===== config.mk =====
export PLATFORM = sky130hd
export DESIGN_NAME = fnmb_lane
export DESIGN_NICKNAME = d
export VERILOG_FILES = /design/src/hdl/fnmb_pkg.sv /design/src/hdl/fnmb_lane.sv
export SDC_FILE = /design/constraint.sdc
export NUM_CORES = 1
export LEC_CHECK = 0
export ABC_AREA = 1
export BUFFER_PORTS_ARGS = -buffer_cell sky130_fd_sc_hd__buf_2
export CAP_MARGIN = 20
export CORE_MARGIN = 3
export CORE_UTILIZATION = 40
export DETAILED_ROUTE_END_ITERATION = 10
export GPL_TIMING_DRIVEN = 0
export PLACE_DENSITY = 0.72
export SYNTH_ARGS = -nofsm -noshare
export SYNTH_HDL_FRONTEND = slang
export SYNTH_SLANG_ARGS = --single-unit

===== constraint.sdc =====
create_clock -name vclk -period 4.3
set_input_delay 0.43 -clock vclk [all_inputs]
set_output_delay 0.43 -clock vclk [all_outputs]
set_load 0.05 [all_outputs]

===== src/hdl/fnmb_pkg.sv =====
// Package for the four-neighbor mean blur core: geometry limits, pixel types,
// configuration register codes and line-buffer request/read structs.
// No dependencies.
`timescale 1ns / 1ps

package fnmb_pkg;

  localparam int unsigned MaxWidth   = 1024;
  localparam int unsigned MaxHeight  = 4096;
  localparam int unsigned MinDim     = 3;
  localparam int unsigned ColW       = $clog2(MaxWidth);
  localparam int unsigned RowW       = $clog2(MaxHeight);
  localparam int unsigned CfgWidthW  = 11;
  localparam int unsigned CfgHeightW = 13;
  localparam int unsigned CfgDataW   = 13;
  localparam int unsigned ChanW      = 8;
  localparam int unsigned NumLanes   = 3;
  localparam int unsigned WidthRst   = 640;
  localparam int unsigned HeightRst  = 480;

  typedef logic [ChanW-1:0] chan_t;

  // blue sits in the low byte
  typedef struct packed {
    chan_t red;
    chan_t green;
    chan_t blue;
  } pixel_t;

  typedef enum logic {
    CfgImageWidth,
    CfgImageHeight
  } cfg_reg_e;

  typedef struct packed {
    logic            accept;
    logic [ColW-1:0] col;
    pixel_t          px;
  } lb_req_t;

  typedef struct packed {
    pixel_t up;
    pixel_t left;
    pixel_t center;
    pixel_t right;
  } lb_rd_t;

endpackage


===== src/hdl/fnmb_lane.sv =====
// One channel lane: floor of the mean of four 8-bit neighbors.
// Depends on fnmb_pkg.
`timescale 1ns / 1ps

module fnmb_lane (
  input  fnmb_pkg::chan_t up_i,
  input  fnmb_pkg::chan_t left_i,
  input  fnmb_pkg::chan_t right_i,
  input  fnmb_pkg::chan_t down_i,
  output fnmb_pkg::chan_t mean_o
);
  import fnmb_pkg::*;

  logic [ChanW+1:0] sum;

  assign sum    = (ChanW+2)'(up_i) + (ChanW+2)'(left_i)
                + (ChanW+2)'(right_i) + (ChanW+2)'(down_i);
  assign mean_o = sum[ChanW+1:2];

endmodule


==> flow_summary.json, run 1 <==
{
  "post_cts_resized": 0,
  "ys_types": 14,
  "rsz0062_at_grt": "no",
  "top_usage_layer": "met2",
  "viasPerCell": 4.10,
  "cp-end-kind": "primary output",
  "syn-cell-area_um2": 812,
  "seq_cells": 0,
  "path_buf_inv": 4,
  "synth_area_leaders": "fa_1 39%, inv_1 24%, ha_1 11%",
  "drv_slew": 0,
  "cp_slowest_stage_delay_ps": 530,
  "max_cap_violations": 0,
  "fp.coreArea_um2": 1820,
  "synth_top_area_share_pct": 39.4,
  "ys_warn_count": 0,
  "crit_slowest_cell": "fa_1",
  "start_util_pct": 44.6,
  "layout_common_cells": "53 x inv_1, 40 x buf_2, 20 x nand2_1",
  "critPathMaxFanout": 2,
  "cts_setup_buffers": 0,
  "finalHoldViolCount": 0,
  "antennaDiodeCount": 0,
  "path_class": "primary input to primary output",
  "grt_max_degree": 6,
  "cp.required_ps": 3870,
  "overflow": 0,
  "hpwl_um": 1280,
  "io-pin-count": 40,
  "final_common_cell": "inv_1",
  "vias": 743,
  "row_count": 15,
  "use_met2_pct": 25.5,
  "slew_headroom_pct": 83.2,
  "avgSynthCellArea_um2": 7.00,
  "grt_use_total_pct": 11.6,
  "period_share_pct": 75.5,
  "drcViolationCount": 0,
  "grt_pass1_vias": 750,
  "grt_antenna_before_repair": 0,
  "status": "completed",
  "grt_use_met3_pct": 0.583,
  "cts_hold_buf": 0,
  "p_per_area_nw_per_um2": 442,
  "area_delta_synth_final_pct": 28.5,
  "drtIter0Drc": 0,
  "setup_violations": 0,
  "wl_um": 1300,
  "dp_cells": 181,
  "dieArea_um2": 2610,
  "synthCells": 116,
  "fin_nets": 213,
  "ff_latch_area_um2": 0,
  "grt_first_pass_wirelength_um": 2540,
  "fin_crit_ps": 3250,
  "worstMarginPinSlew_ps": 254,
  "fin_cells": 181,
  "hp-class": "primary input to primary output",
  "cpLargestDelayFamily": "adder cells",
  "io_buffers": 40,
  "yosysSeqAreaShare_pct": 0,
  "start_kind": "primary input",
  "max_freq_mhz": 308,
  "drt_pass1_iterations": 1,
  "place_congestion": 0.738,
  "arrival_ps": 2820,
  "nClkBuffers": 0,
  "die_x_um": 51.1,
  "ir_drop_mv": 0.361,
  "synth.net_count": 171,
  "leakagePower_nw": 0.729,
  "met1_usage_pct": 12.3,
  "wire_per_inst_um": 7.19,
  "finalSetupTns_ps": 0,
  "crit_chain": "buf_2 -> inv_1 -> fa_1 -> inv_1 -> fa_1 -> nand2_1 -> nor2_4 -> fa_1 -> nand3_1 -> nand2_1 -> nand3_2 -> nand3_1 -> nand2_1 -> buf_2",
  "ant_nets": 0,
  "yosysTopAreaCell": "fa_1",
  "drive_above_1_share_pct": 29.5,
  "die_h_um": 51.1
}
==> cells in the mapped netlist, drive strengths merged <==
| cell | instances |
|---|---|
| ha | 7 |
| nand2 | 23 |
| nand3 | 5 |
| inv | 53 |
| xor2 | 3 |
| nor2 | 2 |
| fa | 16 |
| a21oi | 5 |
| a21o | 1 |
| clkinv | 1 |
==> through the flow <==
stage	hold WS (ps)	instance area (um^2)	utilization (%)	power [mW]	worst slack, ps
2_1_floorplan	1380	812	-	0.379	920
3_3_place_gp	1500	1040	57.3	0.461	1060
3_5_place_dp	1510	1040	57.3	0.467	1050
4_1_cts	1510	1040	57.3	0.469	1030
5_1_grt	1560	1040	57.3	0.515	904
6_report	1500	1040	57.3	0.461	1050
==> worst paths after layout <==
path / depth (start not counted) / slack (ps) / endpoint / start
worst min-delay path: 7 / 1500 / mean_o[2] / down_i[0]
worst max-delay path: 14 / 1050 / mean_o[5] / up_i[1]
==> worst min-delay path: cells and delay by family <==
kind	cells	cell delay, ps
XOR/XNOR	1	60
buffers and inverters	2	280
AND/OR/NAND/NOR	4	310
==> report_power, final <==
group	switching [mW]	total [mW]	internal (mW)
Combinational	0.327	0.461	0.134
Sequential	0	0	0
Clock	0	0	0
Total	0.327	0.461	0.134
==> final cells by class <==
cell class | count | area [um^2]
Fill cell | 184 | 777
Multi-Input combinational cell | 62 | 609
Inverter | 54 | 203
Timing Repair Buffer | 40 | 200
Tap cell | 25 | 31.3
==> routing by layer <==
layer	routed length, um	part of all wire [%]
met4	0	0
met5	0	0
met3	115	8.8
met2	667	51
met1	518	40
==> kinds of logic (layout without fill, tap and decap cells) <==
family	count (synthesis)	after routing	share of synthesized area, %
adders and majority gates	23	23	50.2
and+or+nand+nor	30	30	17.1
xor gates and xnor gates	3	3	3.24
AOI/OAI and AO/OA	6	6	4.47
buffers and inverters	54	94	25.0
No activity file was read; power rests on OpenSTA's default activity.
==> run 2: changes to the inputs <==
--- a/config.mk
+++ b/config.mk
@@ -5,14 +5,14 @@
 export SDC_FILE = /design/constraint.sdc
 export NUM_CORES = 1
 export LEC_CHECK = 0
-export ABC_AREA = 1
+export ABC_AREA = 0
 export BUFFER_PORTS_ARGS = -buffer_cell sky130_fd_sc_hd__buf_2
 export CAP_MARGIN = 20
 export CORE_MARGIN = 3
 export CORE_UTILIZATION = 40
 export DETAILED_ROUTE_END_ITERATION = 10
 export GPL_TIMING_DRIVEN = 0
-export PLACE_DENSITY = 0.72
+export PLACE_DENSITY = 0.76
 export SYNTH_ARGS = -nofsm -noshare
 export SYNTH_HDL_FRONTEND = slang
 export SYNTH_SLANG_ARGS = --single-unit
==> constraint.sdc (replaced) <==
create_clock -name vclk -period 2.8
set_input_delay 0.28 -clock vclk [all_inputs]
set_output_delay 0.28 -clock vclk [all_outputs]
set_load 0.05 [all_outputs]
==> run 2 against run 1 <==
Compared with the run above: the flow now finishes with violations (negative setup slack); non-clock buffer count rose by 4; clock-buffer cell count did not move; wire length rose by 30%; hold slack got worse by 250 ps; via count fell by 1.6%; combinational power rose by 130%; utilization rose by 13 points; global-route usage rose by 2.1 points; critical endpoint unchanged.
==> flow_summary.json, run 2 <==
{
  "crit_chain": "buf_6 -> inv_2 -> fa_1 -> inv_2 -> fa_2 -> nand2_1 -> nor2_2 -> fa_2 -> a21o_1 -> a21oi_2 -> a2bb2oi_2 -> a22oi_2 -> buf_6",
  "path_class": "primary input to primary output",
  "seq_cells": 0,
  "die_h_um": 50.0,
  "rsz0062_at_grt": "yes",
  "setup_violations": 6,
  "area_delta_synth_final_pct": 60.8,
  "fin_crit_ps": 3030,
  "critPathMaxFanout": 3,
  "drv_slew": 0,
  "synth.net_count": 153,
  "worstMarginPinSlew_ps": 346,
  "grt_antenna_before_repair": 0,
  "place_congestion": 0.721,
  "p_seq_share_pct": 0,
  "period_share_pct": 108,
  "fin_cells": 167,
  "cp_slowest_stage_delay_ps": 570,
  "cp.required_ps": 2520,
  "hpwl_um": 1490,
  "path_buf_inv": 4,
  "dpl_worst_slack_ps": -415,
  "drive_above_1_share_pct": 52.8,
  "fin_nets": 199,
  "leakagePower_nw": 0.721,
  "max_cap_violations": 0,
  "crit_slowest_cell": "fa_1",
  "avgSynthCellArea_um2": 7.92,
  "fin_util_pct": 70.0,
  "start_util_pct": 43.5,
  "antennaDiodeCount": 0,
  "violations": "negative setup slack",
  "ant_nets": 0,
  "hp-class": "primary input to primary output",
  "ff_latch_area_um2": 0,
  "slew_headroom_pct": 76.8,
  "ys_warn_count": 0,
  "nClkBuffers": 0,
  "arrival_ps": 2750,
  "p_per_area_nw_per_um2": 849,
  "cts_hold_buf": 0,
  "dp_cells": 163,
  "start_kind": "primary input",
  "yosysTopAreaCell": "fa_1",
  "fillers": 153,
  "comb_power_share_pct": 100.0,
  "synthCells": 98,
  "netlist_top_cells_count": "46 x inv_1, 16 x fa_1, 7 x ha_1",
  "grt_first_pass_wirelength_um": 2810,
  "cpLargestDelayFamily": "adder cells",
  "p_switching_mw": 0.611,
  "vias": 731,
  "ys_types": 19,
  "pwr-share-clk_pct": 0,
  "finalHoldViolCount": 0,
  "cp-end-kind": "primary output",
  "p_sw_share_pct": 57.6,
  "cellInternalPower_mw": 0.449,
  "drcViolationCount": 0,
  "multi_input_comb_area_um2": 742,
  "grt_max_degree": 6,
  "wl_um": 1690,
  "fp.coreArea_um2": 1780,
  "wire_per_inst_um": 10.1,
  "drtIter0Drc": 0,
  "overflow": 0,
  "grt_pass1_vias": 756,
  "dieArea_um2": 2500,
  "synth_area_leaders": "fa_1 41%, inv_1 22%, ha_1 11%",
  "viasPerCell": 4.38,
  "ir_drop_mv": 0.626,
  "grt_use_total_pct": 13.7,
  "synth.most_common_cell": "inv_1",
  "synth_top_area_share_pct": 41.3,
  "io-pin-count": 40,
  "max_freq_mhz": 330,
  "final_common_cell": "inv_1",
  "io_buffers": 40,
  "yosysSeqAreaShare_pct": 0,
  "syn-cell-area_um2": 776,
  "drt_pass1_iterations": 1,
  "row_count": 15,
  "layout_common_cells": "34 x inv_1, 29 x buf_2, 13 x fa_1",
  "status": "finished, violations left",
  "setup_slack_ps": -227,
  "die_x_um": 50.0
}
[run 2: power by group through the flow]
stage | combinational (mW) | sequential, mW | clock (mW)
after floorplan | 0.757 | 0 | 0
after global placement | 0.885 | 0 | 0
after detailed placement | 0.907 | 0 | 0
after CTS | 1.05 | 0 | 0
after global routing | 1.13 | 0 | 0
final | 1.06 | 0 | 0
[run 2: final cells by class]
class	count	share of cell area, %
multi-input cells	52	59.5
well taps	25	2.51
inverters	46	14.0
repair buffers	44	24.0
[run 2: worst min-delay path, stage by stage]
cell,delay [ps]
buf_2,80
nand2_1,50
nor2_2,90
fa_2,210
buf_2,260
[run 2: cell families (layout without fill, tap and decap cells)]
| group | count (synthesis) | after routing | share of synthesized area [%] |
|---|---|---|---|
| buffers and inverters | 46 | 90 | 22.3 |
| XOR/XNOR | 5 | 5 | 5.64 |
| AND/OR/NAND/NOR | 11 | 11 | 6.61 |
| AO/OA/AOI/OAI | 13 | 13 | 12.9 |
| adder cells (fa/ha/maj) | 23 | 23 | 52.6 |
[run 2: through the flow]
step	TNS, ps	total power [mW]	instance area, um^2	hold slack [ps]
floorplan	-577	0.757	877	1090
global placement	-1710	0.885	1110	1250
detailed placement	-2110	0.907	1110	1280
CTS	-1190	1.05	1210	1260
global route	-1480	1.13	1250	1290
finish	-975	1.06	1250	1250
[run 2: worst paths after layout]
check	cells after the start	slack, ps	start	to
worst max-delay path	13	-230	up_i[1]	mean_o[5]
worst min-delay path	5	1250	down_i[0]	mean_o[0]
[run 2: timing repair]
item,CTS,global route
buffers inserted,3,1
endpoints found under the setup margin,6,6
pin swaps,13,12
resized for setup,24,14
endpoints found under the hold margin,0,0
[run 2: metal layers]
metal / track usage [%] / share of wire (%) / vias to the layer above
met4: 0 / 0 / 0
met5: 0 / 0 / -
met3: 0.604 / 5.5 / 0
met1: 14.4 / 36 / 338
met2: 30.0 / 58 / 28
li1: - / - / 365
